--- src/rtl/operand_addressing_mode_classifier_unit_defines.svh ---
// Assertion macros for the operand addressing mode classifier.
// Included by the modules that carry concurrent checks; needs aclk and aresetn in scope.
`ifndef OPERAND_ADDRESSING_MODE_CLASSIFIER_UNIT_DEFINES_SVH
`define OPERAND_ADDRESSING_MODE_CLASSIFIER_UNIT_DEFINES_SVH

// Same-cycle implication, checked outside reset
`define OAMC_ASSERT_NOW(label, cond, prop, msg) \
    label: assert property (@(posedge aclk) disable iff (!aresetn) (cond) |-> (prop)) \
        else $error(msg);

// Next-cycle implication, checked outside reset
`define OAMC_ASSERT_NEXT(label, cond, prop, msg) \
    label: assert property (@(posedge aclk) disable iff (!aresetn) (cond) |=> (prop)) \
        else $error(msg);

`endif

--- src/rtl/oamc_pkg.sv ---
// Shared types and constants for the operand addressing mode classifier.
// No dependencies; imported by every module of the block.
`timescale 1ns / 1ps

package oamc_pkg;

    localparam int VALUE_BITS = 16;
    localparam int ZP_BITS    = 8;

    localparam logic [7:0] CH_NUL     = 8'h00;
    localparam logic [7:0] CH_TAB     = 8'h09;
    localparam logic [7:0] CH_LF      = 8'h0A;
    localparam logic [7:0] CH_VT      = 8'h0B;
    localparam logic [7:0] CH_FF      = 8'h0C;
    localparam logic [7:0] CH_CR      = 8'h0D;
    localparam logic [7:0] CH_SPACE   = 8'h20;
    localparam logic [7:0] CH_HASH    = 8'h23;
    localparam logic [7:0] CH_LPAREN  = 8'h28;
    localparam logic [7:0] CH_RPAREN  = 8'h29;
    localparam logic [7:0] CH_PLUS    = 8'h2B;
    localparam logic [7:0] CH_COMMA   = 8'h2C;
    localparam logic [7:0] CH_MINUS   = 8'h2D;
    localparam logic [7:0] CH_ZERO    = 8'h30;
    localparam logic [7:0] CH_ONE     = 8'h31;
    localparam logic [7:0] CH_SEVEN   = 8'h37;
    localparam logic [7:0] CH_NINE    = 8'h39;
    localparam logic [7:0] CH_UPPER_A = 8'h41;
    localparam logic [7:0] CH_UPPER_F = 8'h46;
    localparam logic [7:0] CH_UPPER_X = 8'h58;
    localparam logic [7:0] CH_UPPER_Y = 8'h59;
    localparam logic [7:0] CH_LOWER_A = 8'h61;
    localparam logic [7:0] CH_LOWER_F = 8'h66;
    localparam logic [7:0] CH_LOWER_X = 8'h78;
    localparam logic [7:0] UPPER_HEX_BIAS = 8'h37;
    localparam logic [7:0] LOWER_HEX_BIAS = 8'h57;

    typedef enum logic [2:0] {
        PC_OTHER, PC_HASH, PC_LPAREN, PC_UPPER_A,
        PC_COMMA, PC_RPAREN, PC_UPPER_X, PC_UPPER_Y
    } punct_t;

    typedef enum logic [2:0] {
        P_START, P_ONLY_A, P_WS, P_SIGN, P_ZERO, P_HEXPFX, P_DIG, P_REST
    } phase_t;

    typedef enum logic [1:0] {F_PLAIN, F_IMM, F_IND} form_t;

    typedef enum logic [1:0] {R_DEC, R_OCT, R_HEX} radix_t;

    typedef enum logic [3:0] {
        S_EMPTY, S_C, S_CX, S_CXR, S_CXM, S_CY, S_CBAD, S_R, S_RC, S_RCY, S_OTHER
    } suffix_t;

    typedef enum logic [3:0] {
        MODE_NONE, MODE_ACC, MODE_IMM, MODE_ZP, MODE_ABS,
        MODE_IDX_X, MODE_IDX_Y, MODE_IND, MODE_IDX_IND, MODE_IND_IDX
    } mode_t;

    // One classified character as it travels from front to back
    typedef struct packed {
        logic       chr;
        logic       last;
        punct_t     punct;
        logic       space;
        logic       sign;
        logic       minus;
        logic       zero;
        logic       nzdec;
        logic       xch;
        logic [3:0] digit;
        logic       dhex;
        logic       ddec;
        logic       doct;
    } tok_t;

    // Token state captured at its last character
    typedef struct packed {
        phase_t  phase;
        form_t   form;
        logic    negative;
        logic    overflowed;
        logic    digits_seen;
        suffix_t suffix;
    } fin_t;

endpackage

--- src/rtl/oamc_front.sv ---
// Front end: classifies each character and tracks NUL termination of the token.
// Depends on oamc_pkg.
`timescale 1ns / 1ps

module oamc_front import oamc_pkg::*; (
    input  logic       aclk,
    input  logic       aresetn,
    input  logic       s_valid,
    output logic       s_ready,
    input  logic [7:0] s_ch,
    input  logic       s_has_char,
    input  logic       s_last,
    output logic       push_valid,
    input  logic       push_ready,
    output tok_t       push_data
);

    logic term_reg;
    logic term_next;
    logic accept;
    logic [7:0] ulet;
    logic [7:0] llet;

    assign s_ready    = push_ready;
    assign push_valid = s_valid;
    assign accept     = s_valid && push_ready;
    assign ulet       = s_ch - UPPER_HEX_BIAS;
    assign llet       = s_ch - LOWER_HEX_BIAS;

    always_comb begin
        push_data       = '0;
        push_data.chr   = s_has_char && !term_reg && (s_ch != CH_NUL);
        push_data.last  = s_last;
        case (s_ch)
            CH_HASH:    push_data.punct = PC_HASH;
            CH_LPAREN:  push_data.punct = PC_LPAREN;
            CH_UPPER_A: push_data.punct = PC_UPPER_A;
            CH_COMMA:   push_data.punct = PC_COMMA;
            CH_RPAREN:  push_data.punct = PC_RPAREN;
            CH_UPPER_X: push_data.punct = PC_UPPER_X;
            CH_UPPER_Y: push_data.punct = PC_UPPER_Y;
            default:    push_data.punct = PC_OTHER;
        endcase
        push_data.space = s_ch inside {CH_SPACE, CH_TAB, CH_LF, CH_VT, CH_FF, CH_CR};
        push_data.sign  = (s_ch == CH_PLUS) || (s_ch == CH_MINUS);
        push_data.minus = (s_ch == CH_MINUS);
        push_data.zero  = (s_ch == CH_ZERO);
        push_data.nzdec = s_ch inside {[CH_ONE:CH_NINE]};
        push_data.xch   = (s_ch == CH_LOWER_X) || (s_ch == CH_UPPER_X);
        push_data.doct  = s_ch inside {[CH_ZERO:CH_SEVEN]};
        push_data.ddec  = s_ch inside {[CH_ZERO:CH_NINE]};
        if (s_ch inside {[CH_ZERO:CH_NINE]}) begin
            push_data.digit = s_ch[3:0];
            push_data.dhex  = 1'b1;
        end else if (s_ch inside {[CH_UPPER_A:CH_UPPER_F]}) begin
            push_data.digit = ulet[3:0];
            push_data.dhex  = 1'b1;
        end else if (s_ch inside {[CH_LOWER_A:CH_LOWER_F]}) begin
            push_data.digit = llet[3:0];
            push_data.dhex  = 1'b1;
        end
    end

    // A NUL ends the token; ignore characters until the last transfer
    always_comb begin
        term_next = term_reg;
        if (accept) begin
            if (s_last) begin
                term_next = 1'b0;
            end else if (s_has_char && s_ch == CH_NUL) begin
                term_next = 1'b1;
            end
        end
    end

    always_ff @(posedge aclk) begin
        if (!aresetn) begin
            term_reg <= 1'b0;
        end else begin
            term_reg <= term_next;
        end
    end

endmodule

--- src/rtl/oamc_queue.sv ---
// Short queue of classified characters between front and back.
// Depends on oamc_pkg and the assertion macro header.
`timescale 1ns / 1ps
`include "operand_addressing_mode_classifier_unit_defines.svh"

module oamc_queue import oamc_pkg::*; #(
    parameter int DEPTH = 4
) (
    input  logic aclk,
    input  logic aresetn,
    input  logic push_valid,
    output logic push_ready,
    input  tok_t push_data,
    output logic pop_valid,
    input  logic pop_ready,
    output tok_t pop_data
);

    localparam int PTR_W = $clog2(DEPTH);
    localparam int CNT_W = $clog2(DEPTH + 1);

    tok_t             slot_reg [DEPTH];
    logic [PTR_W-1:0] wr_ptr_reg, wr_ptr_next;
    logic [PTR_W-1:0] rd_ptr_reg, rd_ptr_next;
    logic [CNT_W-1:0] count_reg, count_next;
    logic             push, pop;

    assign push_ready = (count_reg != CNT_W'(DEPTH));
    assign pop_valid  = (count_reg != '0);
    assign pop_data   = slot_reg[rd_ptr_reg];
    assign push       = push_valid && push_ready;
    assign pop        = pop_valid && pop_ready;

    always_comb begin
        wr_ptr_next = wr_ptr_reg;
        rd_ptr_next = rd_ptr_reg;
        if (push) begin
            wr_ptr_next = (wr_ptr_reg == PTR_W'(DEPTH - 1)) ? '0 : wr_ptr_reg + 1'b1;
        end
        if (pop) begin
            rd_ptr_next = (rd_ptr_reg == PTR_W'(DEPTH - 1)) ? '0 : rd_ptr_reg + 1'b1;
        end
        count_next = count_reg + CNT_W'(push) - CNT_W'(pop);
    end

    always_ff @(posedge aclk) begin
        if (!aresetn) begin
            wr_ptr_reg <= '0;
            rd_ptr_reg <= '0;
            count_reg  <= '0;
        end else begin
            wr_ptr_reg <= wr_ptr_next;
            rd_ptr_reg <= rd_ptr_next;
            count_reg  <= count_next;
        end
    end

    always_ff @(posedge aclk) begin
        if (push) begin
            slot_reg[wr_ptr_reg] <= push_data;
        end
    end

    `OAMC_ASSERT_NOW(a_count_bound, 1'b1, count_reg <= CNT_W'(DEPTH), "queue count past depth")
    `OAMC_ASSERT_NEXT(a_head_kept, pop_valid && !pop_ready, pop_data == $past(pop_data), "queue head changed while stalled")

endmodule

--- src/rtl/oamc_exec.sv ---
// Back end: per-character parse state machine and shift-add accumulator.
// Depends on oamc_pkg; hands the final token state to the result stage.
`timescale 1ns / 1ps

module oamc_exec import oamc_pkg::*; #(
    parameter int ACC_BITS = 64
) (
    input  logic                aclk,
    input  logic                aresetn,
    input  logic                pop_valid,
    output logic                pop_ready,
    input  tok_t                pop_data,
    output logic                fin_valid,
    input  logic                fin_ready,
    output fin_t                fin_data,
    output logic [ACC_BITS-1:0] fin_acc
);

    phase_t              phase_reg, phase_next, phase_step, num_phase;
    form_t               form_reg, form_next, form_step;
    radix_t              radix_reg, radix_next, radix_step;
    suffix_t             suffix_reg, suffix_next, suffix_step, suffix_fin;
    logic                neg_reg, neg_next, neg_step;
    logic                ovf_reg, ovf_next, ovf_step;
    logic                dig_reg, dig_next, dig_step;
    logic                ws_reg, ws_next, ws_step;
    logic [ACC_BITS-1:0] acc_reg, acc_next, acc_step, acc_first;
    logic                fin_valid_reg, fin_valid_next;
    fin_t                fin_reg;
    logic [ACC_BITS-1:0] fin_acc_reg;
    logic [ACC_BITS+3:0] scaled, wide;
    logic                take, chr, in_radix, wide_ovf;
    logic                lead_hash, lead_paren, lead_a, lead_any, fin_load;
    tok_t                t;

    function automatic suffix_t feed_rest(suffix_t s, punct_t p);
        suffix_t r;
        r = s;
        case (s)
            S_EMPTY: r = (p == PC_COMMA) ? S_C : (p == PC_RPAREN) ? S_R : S_OTHER;
            S_C:     r = (p == PC_UPPER_X) ? S_CX : (p == PC_UPPER_Y) ? S_CY : S_CBAD;
            S_CX:    r = (p == PC_RPAREN) ? S_CXR : S_CXM;
            S_CXR:   r = S_CXM;
            S_R:     r = (p == PC_COMMA) ? S_RC : S_OTHER;
            S_RC:    r = (p == PC_UPPER_Y) ? S_RCY : S_OTHER;
            S_RCY:   r = S_OTHER;
            default: r = s;
        endcase
        return r;
    endfunction

    assign t          = pop_data;
    assign pop_ready  = !(t.last && fin_valid_reg && !fin_ready);
    assign take       = pop_valid && pop_ready;
    assign chr        = take && t.chr;
    assign fin_load   = take && t.last;
    assign num_phase  = (phase_reg == P_START) ? P_WS : phase_reg;
    assign lead_hash  = (phase_reg == P_START) && (t.punct == PC_HASH);
    assign lead_paren = (phase_reg == P_START) && (t.punct == PC_LPAREN);
    assign lead_a     = (phase_reg == P_START) && (t.punct == PC_UPPER_A);
    assign lead_any   = lead_hash || lead_paren || lead_a;
    assign acc_first  = {{(ACC_BITS-4){1'b0}}, t.digit};

    always_comb begin
        case (radix_reg)
            R_OCT:   in_radix = t.doct;
            R_HEX:   in_radix = t.dhex;
            default: in_radix = t.ddec;
        endcase
    end

    // acc * radix + digit, exact; any bit above the accumulator means overflow
    always_comb begin
        case (radix_reg)
            R_OCT:   scaled = {1'b0, acc_reg, 3'b000};
            R_HEX:   scaled = {acc_reg, 4'b0000};
            default: scaled = {1'b0, acc_reg, 3'b000} + {3'b000, acc_reg, 1'b0};
        endcase
        wide     = scaled + {{ACC_BITS{1'b0}}, t.digit};
        wide_ovf = |wide[ACC_BITS+3:ACC_BITS];
    end

    // Phase: next state
    always_comb begin
        phase_step = phase_reg;
        if (chr) begin
            if (lead_hash || lead_paren) begin
                phase_step = P_WS;
            end else if (lead_a) begin
                phase_step = P_ONLY_A;
            end else if (phase_reg == P_ONLY_A) begin
                phase_step = P_REST;
            end else begin
                case (num_phase)
                    P_WS: begin
                        if (t.space)      phase_step = P_WS;
                        else if (t.sign)  phase_step = P_SIGN;
                        else if (t.zero)  phase_step = P_ZERO;
                        else if (t.nzdec) phase_step = P_DIG;
                        else              phase_step = P_REST;
                    end
                    P_SIGN: begin
                        if (t.zero)       phase_step = P_ZERO;
                        else if (t.nzdec) phase_step = P_DIG;
                        else              phase_step = P_REST;
                    end
                    P_ZERO: begin
                        if (t.xch)        phase_step = P_HEXPFX;
                        else if (t.doct)  phase_step = P_DIG;
                        else              phase_step = P_REST;
                    end
                    P_HEXPFX: phase_step = t.dhex ? P_DIG : P_REST;
                    P_DIG:    phase_step = in_radix ? P_DIG : P_REST;
                    default:  phase_step = P_REST;
                endcase
            end
        end
        phase_next = fin_load ? P_START : phase_step;
    end

    // Token state and accumulator
    always_comb begin
        form_step   = form_reg;
        radix_step  = radix_reg;
        suffix_step = suffix_reg;
        neg_step    = neg_reg;
        ovf_step    = ovf_reg;
        dig_step    = dig_reg;
        ws_step     = ws_reg;
        acc_step    = acc_reg;
        if (chr) begin
            if (phase_reg == P_START) begin
                form_step = lead_hash ? F_IMM : lead_paren ? F_IND : F_PLAIN;
            end
            if (!lead_any) begin
                if (phase_reg == P_ONLY_A) begin
                    suffix_step = S_OTHER;
                end else begin
                    case (num_phase)
                        P_WS: begin
                            if (t.space) begin
                                ws_step = 1'b1;
                            end else if (t.sign) begin
                                neg_step = t.minus;
                            end else if (t.zero) begin
                                dig_step = 1'b1;
                            end else if (t.nzdec) begin
                                dig_step   = 1'b1;
                                radix_step = R_DEC;
                                acc_step   = acc_first;
                            end else begin
                                suffix_step = ws_reg ? S_OTHER : feed_rest(suffix_reg, t.punct);
                            end
                        end
                        P_SIGN: begin
                            if (t.zero) begin
                                dig_step = 1'b1;
                            end else if (t.nzdec) begin
                                dig_step   = 1'b1;
                                radix_step = R_DEC;
                                acc_step   = acc_first;
                            end else begin
                                suffix_step = S_OTHER;
                            end
                        end
                        P_ZERO: begin
                            if (t.doct) begin
                                radix_step = R_OCT;
                                acc_step   = acc_first;
                            end else if (!t.xch) begin
                                suffix_step = feed_rest(suffix_reg, t.punct);
                            end
                        end
                        P_HEXPFX: begin
                            if (t.dhex) begin
                                radix_step = R_HEX;
                                acc_step   = acc_first;
                            end else begin
                                suffix_step = S_OTHER;
                            end
                        end
                        P_DIG: begin
                            if (!in_radix) begin
                                suffix_step = feed_rest(suffix_reg, t.punct);
                            end else if (!ovf_reg) begin
                                // saturate: keep consuming digits, stop accumulating
                                if (wide_ovf) ovf_step = 1'b1;
                                else          acc_step = wide[ACC_BITS-1:0];
                            end
                        end
                        default: suffix_step = feed_rest(suffix_reg, t.punct);
                    endcase
                end
            end
        end

        // Unfinished number at the end leaves an unusable remainder
        if ((phase_step == P_WS && ws_step) || phase_step == P_SIGN || phase_step == P_HEXPFX) begin
            suffix_fin = S_OTHER;
        end else begin
            suffix_fin = suffix_step;
        end

        if (fin_load) begin
            form_next   = F_PLAIN;
            radix_next  = R_DEC;
            suffix_next = S_EMPTY;
            neg_next    = 1'b0;
            ovf_next    = 1'b0;
            dig_next    = 1'b0;
            ws_next     = 1'b0;
            acc_next    = '0;
        end else begin
            form_next   = form_step;
            radix_next  = radix_step;
            suffix_next = suffix_step;
            neg_next    = neg_step;
            ovf_next    = ovf_step;
            dig_next    = dig_step;
            ws_next     = ws_step;
            acc_next    = acc_step;
        end

        if (fin_load)       fin_valid_next = 1'b1;
        else if (fin_ready) fin_valid_next = 1'b0;
        else                fin_valid_next = fin_valid_reg;
    end

    always_ff @(posedge aclk) begin
        if (!aresetn) begin
            phase_reg     <= P_START;
            form_reg      <= F_PLAIN;
            radix_reg     <= R_DEC;
            suffix_reg    <= S_EMPTY;
            neg_reg       <= 1'b0;
            ovf_reg       <= 1'b0;
            dig_reg       <= 1'b0;
            ws_reg        <= 1'b0;
            acc_reg       <= '0;
            fin_valid_reg <= 1'b0;
        end else begin
            phase_reg     <= phase_next;
            form_reg      <= form_next;
            radix_reg     <= radix_next;
            suffix_reg    <= suffix_next;
            neg_reg       <= neg_next;
            ovf_reg       <= ovf_next;
            dig_reg       <= dig_next;
            ws_reg        <= ws_next;
            acc_reg       <= acc_next;
            fin_valid_reg <= fin_valid_next;
        end
    end

    always_ff @(posedge aclk) begin
        if (fin_load) begin
            fin_reg.phase       <= phase_step;
            fin_reg.form        <= form_step;
            fin_reg.negative    <= neg_step;
            fin_reg.overflowed  <= ovf_step;
            fin_reg.digits_seen <= dig_step;
            fin_reg.suffix      <= suffix_fin;
            fin_acc_reg         <= acc_step;
        end
    end

    assign fin_valid = fin_valid_reg;
    assign fin_data  = fin_reg;
    assign fin_acc   = fin_acc_reg;

endmodule

--- src/rtl/oamc_finish.sv ---
// Result stage: maps the final token state to mode, value and ok; holds the output register.
// Depends on oamc_pkg and the assertion macro header.
`timescale 1ns / 1ps
`include "operand_addressing_mode_classifier_unit_defines.svh"

module oamc_finish import oamc_pkg::*; #(
    parameter int ACC_BITS = 64
) (
    input  logic                  aclk,
    input  logic                  aresetn,
    input  logic                  fin_valid,
    output logic                  fin_ready,
    input  fin_t                  fin_data,
    input  logic [ACC_BITS-1:0]   fin_acc,
    output logic                  m_valid,
    input  logic                  m_ready,
    output logic [3:0]            m_mode,
    output logic [VALUE_BITS-1:0] m_value,
    output logic                  m_ok
);

    logic [ACC_BITS-1:0]   val_full;
    logic                  zp, keep, ok;
    mode_t                 mode;
    logic                  m_valid_reg, m_valid_next;
    mode_t                 m_mode_reg;
    logic [VALUE_BITS-1:0] m_value_reg;
    logic                  m_ok_reg;
    logic                  load;

    assign fin_ready = !m_valid_reg || m_ready;
    assign load      = fin_valid && fin_ready;

    always_comb begin
        if (!fin_data.digits_seen)     val_full = '0;
        else if (fin_data.overflowed)  val_full = '1;
        else if (fin_data.negative)    val_full = -fin_acc;
        else                           val_full = fin_acc;
        zp = (val_full[ACC_BITS-1:ZP_BITS] == '0);
    end

    always_comb begin
        mode = MODE_NONE;
        ok   = 1'b1;
        keep = 1'b1;
        if (fin_data.phase == P_START) begin
            keep = 1'b0;
        end else if (fin_data.phase == P_ONLY_A) begin
            mode = MODE_ACC;
            keep = 1'b0;
        end else if (fin_data.form == F_IMM) begin
            mode = MODE_IMM;
        end else if (fin_data.form == F_IND) begin
            case (fin_data.suffix)
                S_R:     mode = MODE_IND;
                S_CXR:   mode = MODE_IDX_IND;
                S_RCY:   mode = MODE_IND_IDX;
                default: ok   = 1'b0;
            endcase
        end else begin
            case (fin_data.suffix)
                S_EMPTY:             mode = zp ? MODE_ZP : MODE_ABS;
                S_CX, S_CXR, S_CXM:  mode = MODE_IDX_X;
                S_CY:                mode = MODE_IDX_Y;
                S_C, S_CBAD:         ok   = 1'b0;
                default:             keep = 1'b0;
            endcase
        end
        if (!ok) begin
            mode = MODE_NONE;
            keep = 1'b0;
        end
    end

    always_comb begin
        if (load)         m_valid_next = 1'b1;
        else if (m_ready) m_valid_next = 1'b0;
        else              m_valid_next = m_valid_reg;
    end

    always_ff @(posedge aclk) begin
        if (!aresetn) begin
            m_valid_reg <= 1'b0;
        end else begin
            m_valid_reg <= m_valid_next;
        end
    end

    always_ff @(posedge aclk) begin
        if (load) begin
            m_mode_reg  <= mode;
            m_value_reg <= keep ? val_full[VALUE_BITS-1:0] : '0;
            m_ok_reg    <= ok;
        end
    end

    assign m_valid = m_valid_reg;
    assign m_mode  = m_mode_reg;
    assign m_value = m_value_reg;
    assign m_ok    = m_ok_reg;

    `OAMC_ASSERT_NOW(a_bad_is_blank, m_valid_reg && !m_ok_reg, m_mode_reg == MODE_NONE && m_value_reg == '0, "malformed result carries mode or value")
    `OAMC_ASSERT_NOW(a_zp_is_byte, m_valid_reg && m_mode_reg == MODE_ZP, m_value_reg[VALUE_BITS-1:ZP_BITS] == '0, "zero page result above one byte")

endmodule

--- src/rtl/operand_addressing_mode_classifier_unit.sv ---
// After its last character, a token's result is registered in the back end, then on m_.
// Throughput: one character per cycle unless stalled, set by the combinational shift-add.
// The character queue lets the front keep taking characters while a result waits.
// Reset: aresetn synchronous, active low; clears the parse state, queue and output valid.
// Every result returns the parse state to the start of a token.
`timescale 1ns / 1ps

module operand_addressing_mode_classifier_unit import oamc_pkg::*; #(
    parameter int ACC_BITS    = 64,
    parameter int QUEUE_DEPTH = 4
) (
    input  logic        aclk,
    input  logic        aresetn,
    input  logic        s_valid,
    output logic        s_ready,
    input  logic [7:0]  s_ch,
    input  logic        s_has_char,
    input  logic        s_last,
    output logic        m_valid,
    input  logic        m_ready,
    output logic [3:0]  m_mode,
    output logic [15:0] m_value,
    output logic        m_ok
);

    logic                push_valid, push_ready;
    tok_t                push_data;
    logic                pop_valid, pop_ready;
    tok_t                pop_data;
    logic                fin_valid, fin_ready;
    fin_t                fin_data;
    logic [ACC_BITS-1:0] fin_acc;

    oamc_front u_front (
        .aclk       (aclk),
        .aresetn    (aresetn),
        .s_valid    (s_valid),
        .s_ready    (s_ready),
        .s_ch       (s_ch),
        .s_has_char (s_has_char),
        .s_last     (s_last),
        .push_valid (push_valid),
        .push_ready (push_ready),
        .push_data  (push_data)
    );

    oamc_queue #(.DEPTH(QUEUE_DEPTH)) u_queue (
        .aclk       (aclk),
        .aresetn    (aresetn),
        .push_valid (push_valid),
        .push_ready (push_ready),
        .push_data  (push_data),
        .pop_valid  (pop_valid),
        .pop_ready  (pop_ready),
        .pop_data   (pop_data)
    );

    oamc_exec #(.ACC_BITS(ACC_BITS)) u_exec (
        .aclk      (aclk),
        .aresetn   (aresetn),
        .pop_valid (pop_valid),
        .pop_ready (pop_ready),
        .pop_data  (pop_data),
        .fin_valid (fin_valid),
        .fin_ready (fin_ready),
        .fin_data  (fin_data),
        .fin_acc   (fin_acc)
    );

    oamc_finish #(.ACC_BITS(ACC_BITS)) u_finish (
        .aclk      (aclk),
        .aresetn   (aresetn),
        .fin_valid (fin_valid),
        .fin_ready (fin_ready),
        .fin_data  (fin_data),
        .fin_acc   (fin_acc),
        .m_valid   (m_valid),
        .m_ready   (m_ready),
        .m_mode    (m_mode),
        .m_value   (m_value),
        .m_ok      (m_ok)
    );

endmodule
--- config.mk ---
export PLATFORM = sky130hd
export DESIGN_NAME = operand_addressing_mode_classifier_unit
export DESIGN_NICKNAME = d
export VERILOG_FILES = /design/src/rtl/oamc_pkg.sv /design/src/rtl/oamc_front.sv /design/src/rtl/oamc_queue.sv /design/src/rtl/oamc_exec.sv /design/src/rtl/oamc_finish.sv /design/src/rtl/operand_addressing_mode_classifier_unit.sv
export VERILOG_INCLUDE_DIRS = /design/src /design/src/rtl
export SDC_FILE = /design/constraint.sdc
export NUM_CORES = 1
export LEC_CHECK = 0
export BUFFER_PORTS_ARGS = -buffer_cell sky130_fd_sc_hd__buf_2
export CORE_ASPECT_RATIO = 0.9
export CORE_MARGIN = 1.5
export CORE_UTILIZATION = 45
export CTS_CLUSTER_DIAMETER = 120
export CTS_CLUSTER_SIZE = 40
export DETAILED_ROUTE_END_ITERATION = 16
export PLACE_DENSITY = 0.66
export RECOVER_POWER = 100
export SYNTH_ARGS = -nofsm -noshare
export SYNTH_HDL_FRONTEND = slang
export SYNTH_SLANG_ARGS = --single-unit
--- constraint.sdc ---
create_clock -name aclk -period 6.1 [get_ports aclk]
set_clock_uncertainty 0.15 [all_clocks]
set_input_delay 1.22 -clock aclk [delete_from_list [all_inputs] [get_ports aclk]]
set_output_delay 1.22 -clock aclk [all_outputs]
set_load 0.03 [all_outputs]
==> results.py <==
metrics = {
    "synth": {
        "synth_xor_area_share_pct": 4.62,
        "yosysMostFrequentCell": "nor2_1",
        "ys_seq_area_share_pct": 33.7,
        "yosysWarnings": 0,
        "ys_ff_latch": 260,
        "syn_avg_cell_area_um2": 8.84,
        "synth_compound_area_share_pct": 27.2,
        "async_reset_ff_share_pct": 0,
        "synth_top_family_by_area": "compound AO/OA/AOI/OAI gates",
        "synthFlopType": "edfxtp_1",
        "synthAdderAreaFrac_pct": 5.23,
        "synth_top_area_share_pct": 24.8,
        "synth_edf_count": 169,
        "yosys-top-cells-area": "edfxtp_1, dfxtp_1, ha_1",
        "synthTopCellsByCount": "nor2_1, nand2_1, edfxtp_1",
        "synth.area.mux_share_pct": 3.71,
        "synth_cell_type_count": 102,
        "synth_area_um2": 20500,
        "synth_cells": 2317,
        "synth-simple-area-share_pct": 21.3,
        "yosysTopAreaCell": "edfxtp_1",
        "synth_fp_nets": 2414,
    },
    "detailed_routing": {
        "postRouteAntennaNets": 0,
        "first_pass_iters": 5,
        "drc": 0,
        "wire_per_inst_um": 22.7,
        "vias": 19249,
        "routed_via_density": 6.68,
        "wirelength_um": 65400,
        "drt_iter0_drc": 2256,
    },
    "clock_tree": {
        "ctsLongestPathBuffers": 3,
        "cts-resized-gates": 0,
        "cts_tree": "built",
        "clk_pin_slew_ns": 0.14,
        "clock-root-buffer": "clkbuf_16",
        "post_cts_buffers": 0,
        "cts_made_buffers": 10,
        "insertion_delay_ns": 0.50,
        "cts.htree.levels": 1,
        "hold_buffers": 0,
        "clock_sink_count": 260,
    },
    "layout": {
        "fin_util_pct": 48.3,
        "nNetsFinal": 2375,
        "largest_reg_flops": 72,
        "fin_area_um2": 21500,
        "area_growth_syn_to_layout_pct": 5.23,
        "fillers": 4297,
        "drive_above_1_share_pct": 6.70,
    },
    "timing": {
        "rsz0062_at_grt": "false",
        "finalHoldViolCount": 0,
        "fin_tns_setup_ns": 0,
        "maxSlewViolCount": 17,
        "max_slew_margin_pct": -68.0,
        "period_share_pct": 95.1,
        "period_needed_ns": 5.80,
        "tightestPinTransition_ns": 2.49,
        "setup_viol": 0,
        "fmax_mhz": 172,
    },
    "placement": {
        "post_dp_cell_area_um2": 21300,
        "routabilityCongestion": 1.03,
        "hpwl_um": 50900,
        "port_buffers": 36,
    },
    "global_route": {
        "met1_usage_pct": 41.3,
        "busiest_layer": "met1",
        "grtUsageMet2_pct": 39.6,
        "grt_use_met3_pct": 4.21,
        "grt_pass1_vias": 17483,
        "grt_usage_pct": 27.2,
        "grt-ovfl-total": 0,
        "grt_max_degree": 94,
        "antenna_found_initial": 1,
        "grt_first_pass_wirelength_um": 101000,
    },
    "power": {
        "power.density_nw_per_um2": 283,
        "ir_worst_vdd_mv": 0.197,
        "p_total_mw": 6.09,
        "p_leak_nw": 7.38,
    },
    "die": {
        "core_area_um2": 44600,
        "io_pins": 37,
        "dieArea_um2": 46800,
        "die_h_um": 205,
        "die_w_um": 228,
        "start_util_pct": 45.9,
        "rows": 73,
    },
    "worst_setup_path": {
        "worstSetupStartpointType": "flip-flop",
        "critical_path.endpoint_type": "flip-flop",
        "worstPathRequired_ns": 6.20,
        "crit_type": "flip-flop to flip-flop",
        "crit_arrival_ns": 5.90,
        "crit_fanout": 39,
    },
    "worst_hold_path": {
        "hp-class": "flip-flop to flip-flop",
    },
    "run_status": {
        "status": "finished, violations left",
        "violations": "capacitance limit, slew limit",
    },
    "flow_run": {
        "maxCapViolations": 1,
    },
}
## through the flow
stage,std cells,setup slack (ns),hold slack [ns]
floorplan,2317,0.0770,0.303
global route,2882,0.0439,0.398
detailed placement,2866,0.516,0.331
CTS,2882,0.461,0.362
finish,2883,0.296,0.359
global placement,2866,0.579,0.315
## final timing paths
kind | to | slack [ns] | start | depth (start not counted)
setup / recovery | u_exec.fin_acc[20] | 0.30 | u_exec.acc_reg[2] | 18
hold / removal | u_front.term_reg | 0.36 | u_front.term_reg | 2
setup reg to reg | u_exec.fin_acc[20] | 0.30 | u_exec.acc_reg[2] | 18
hold reg to reg | u_front.term_reg | 0.36 | u_front.term_reg | 2
## worst max-delay path, cell delays in order, from the launching register on
cell      delay (ns)
dfxtp_1         0.44
ha_1            0.28
fa_1            0.44
a211oi_1        0.53
o21ai_2         0.21
a22oi_1         0.39
a21oi_1         0.30
o211ai_1        0.34
a21oi_1         0.12
o31ai_1         0.42
nor4b_1         0.47
nand4_1         0.26
nor2_1          0.18
clkbuf_4        0.16
mux2i_1         0.18
buf_4           0.18
nor2_4          0.06
buf_12          0.18
a22o_1          0.23
## cell type report
class | instances | area, um2 | share of cell area [%]
multi-input combinational | 1863 | 12700 | 59.1
timing repair buffer | 91 | 644 | 2.99
clock buffer | 14 | 297 | 1.38
antenna | 1 | 2.50 | 0.0116
sequential | 260 | 6900 | 32.0
inverter | 52 | 195 | 0.906
tap | 600 | 751 | 3.48
clock inverter | 2 | 21.3 | 0.0987
## report_power, final
group | switching (mW) | internal (mW)
Sequential | 0.478 | 2.38
Clock | 0.528 | 0.354
Combinational | 1.48 | 0.869
## logic make-up after synthesis
group           count (synthesis)
flops                         260
mux                            53
xor+xnor                      108
compound gates                770
buf+inv                       194
simple gates                  848
fa+ha+maj                      84
## cell usage in the layout (no fill, tap or decap), types with 12 or more instances in the layout
| master | netlist | routed |
|---|---|---|
| edfxtp_1 | 169 | 169 |
| nand2_1 | 205 | 205 |
| nand3_1 | 48 | 48 |
| nand2b_1 | 25 | 25 |
| nor2b_1 | 26 | 25 |
| inv_1 | 52 | 52 |
| xnor2_1 | 60 | 60 |
| and2_0 | 2 | 12 |
| a221o_1 | 24 | 24 |
| nor4_1 | 30 | 32 |
| o211ai_1 | 26 | 26 |
| a221oi_1 | 37 | 37 |
| nand4_1 | 48 | 48 |
| a21oi_1 | 154 | 154 |
| o21ai_0 | 119 | 119 |
| or3_1 | 34 | 34 |
| dfxtp_1 | 91 | 91 |
| clkbuf_1 | 84 | 33 |
| nand3b_1 | 13 | 13 |
| and2_1 | 34 | 23 |
| mux4_2 | 17 | 17 |
| o31ai_1 | 14 | 14 |
| nor2_1 | 224 | 223 |
| a32o_1 | 68 | 68 |
| ha_1 | 80 | 78 |
| a21o_1 | 30 | 30 |
| a22o_1 | 71 | 71 |
| mux2i_1 | 26 | 26 |
| nor3_1 | 63 | 63 |
| o21ai_1 | 19 | 19 |
| o21a_1 | 12 | 12 |
| xor2_1 | 48 | 48 |
| a31oi_1 | 30 | 30 |
| a211oi_1 | 19 | 19 |
| buf_4 | 0 | 42 |
| and3_1 | 20 | 20 |
| a22oi_1 | 20 | 20 |
## routing by layer
layer,up-vias,wire length (um)
met5,-,0
met4,0,1850
met3,104,7050
met2,1011,26800
met1,9218,29800
li1,8916,-
(Power assumes the default switching activity.)
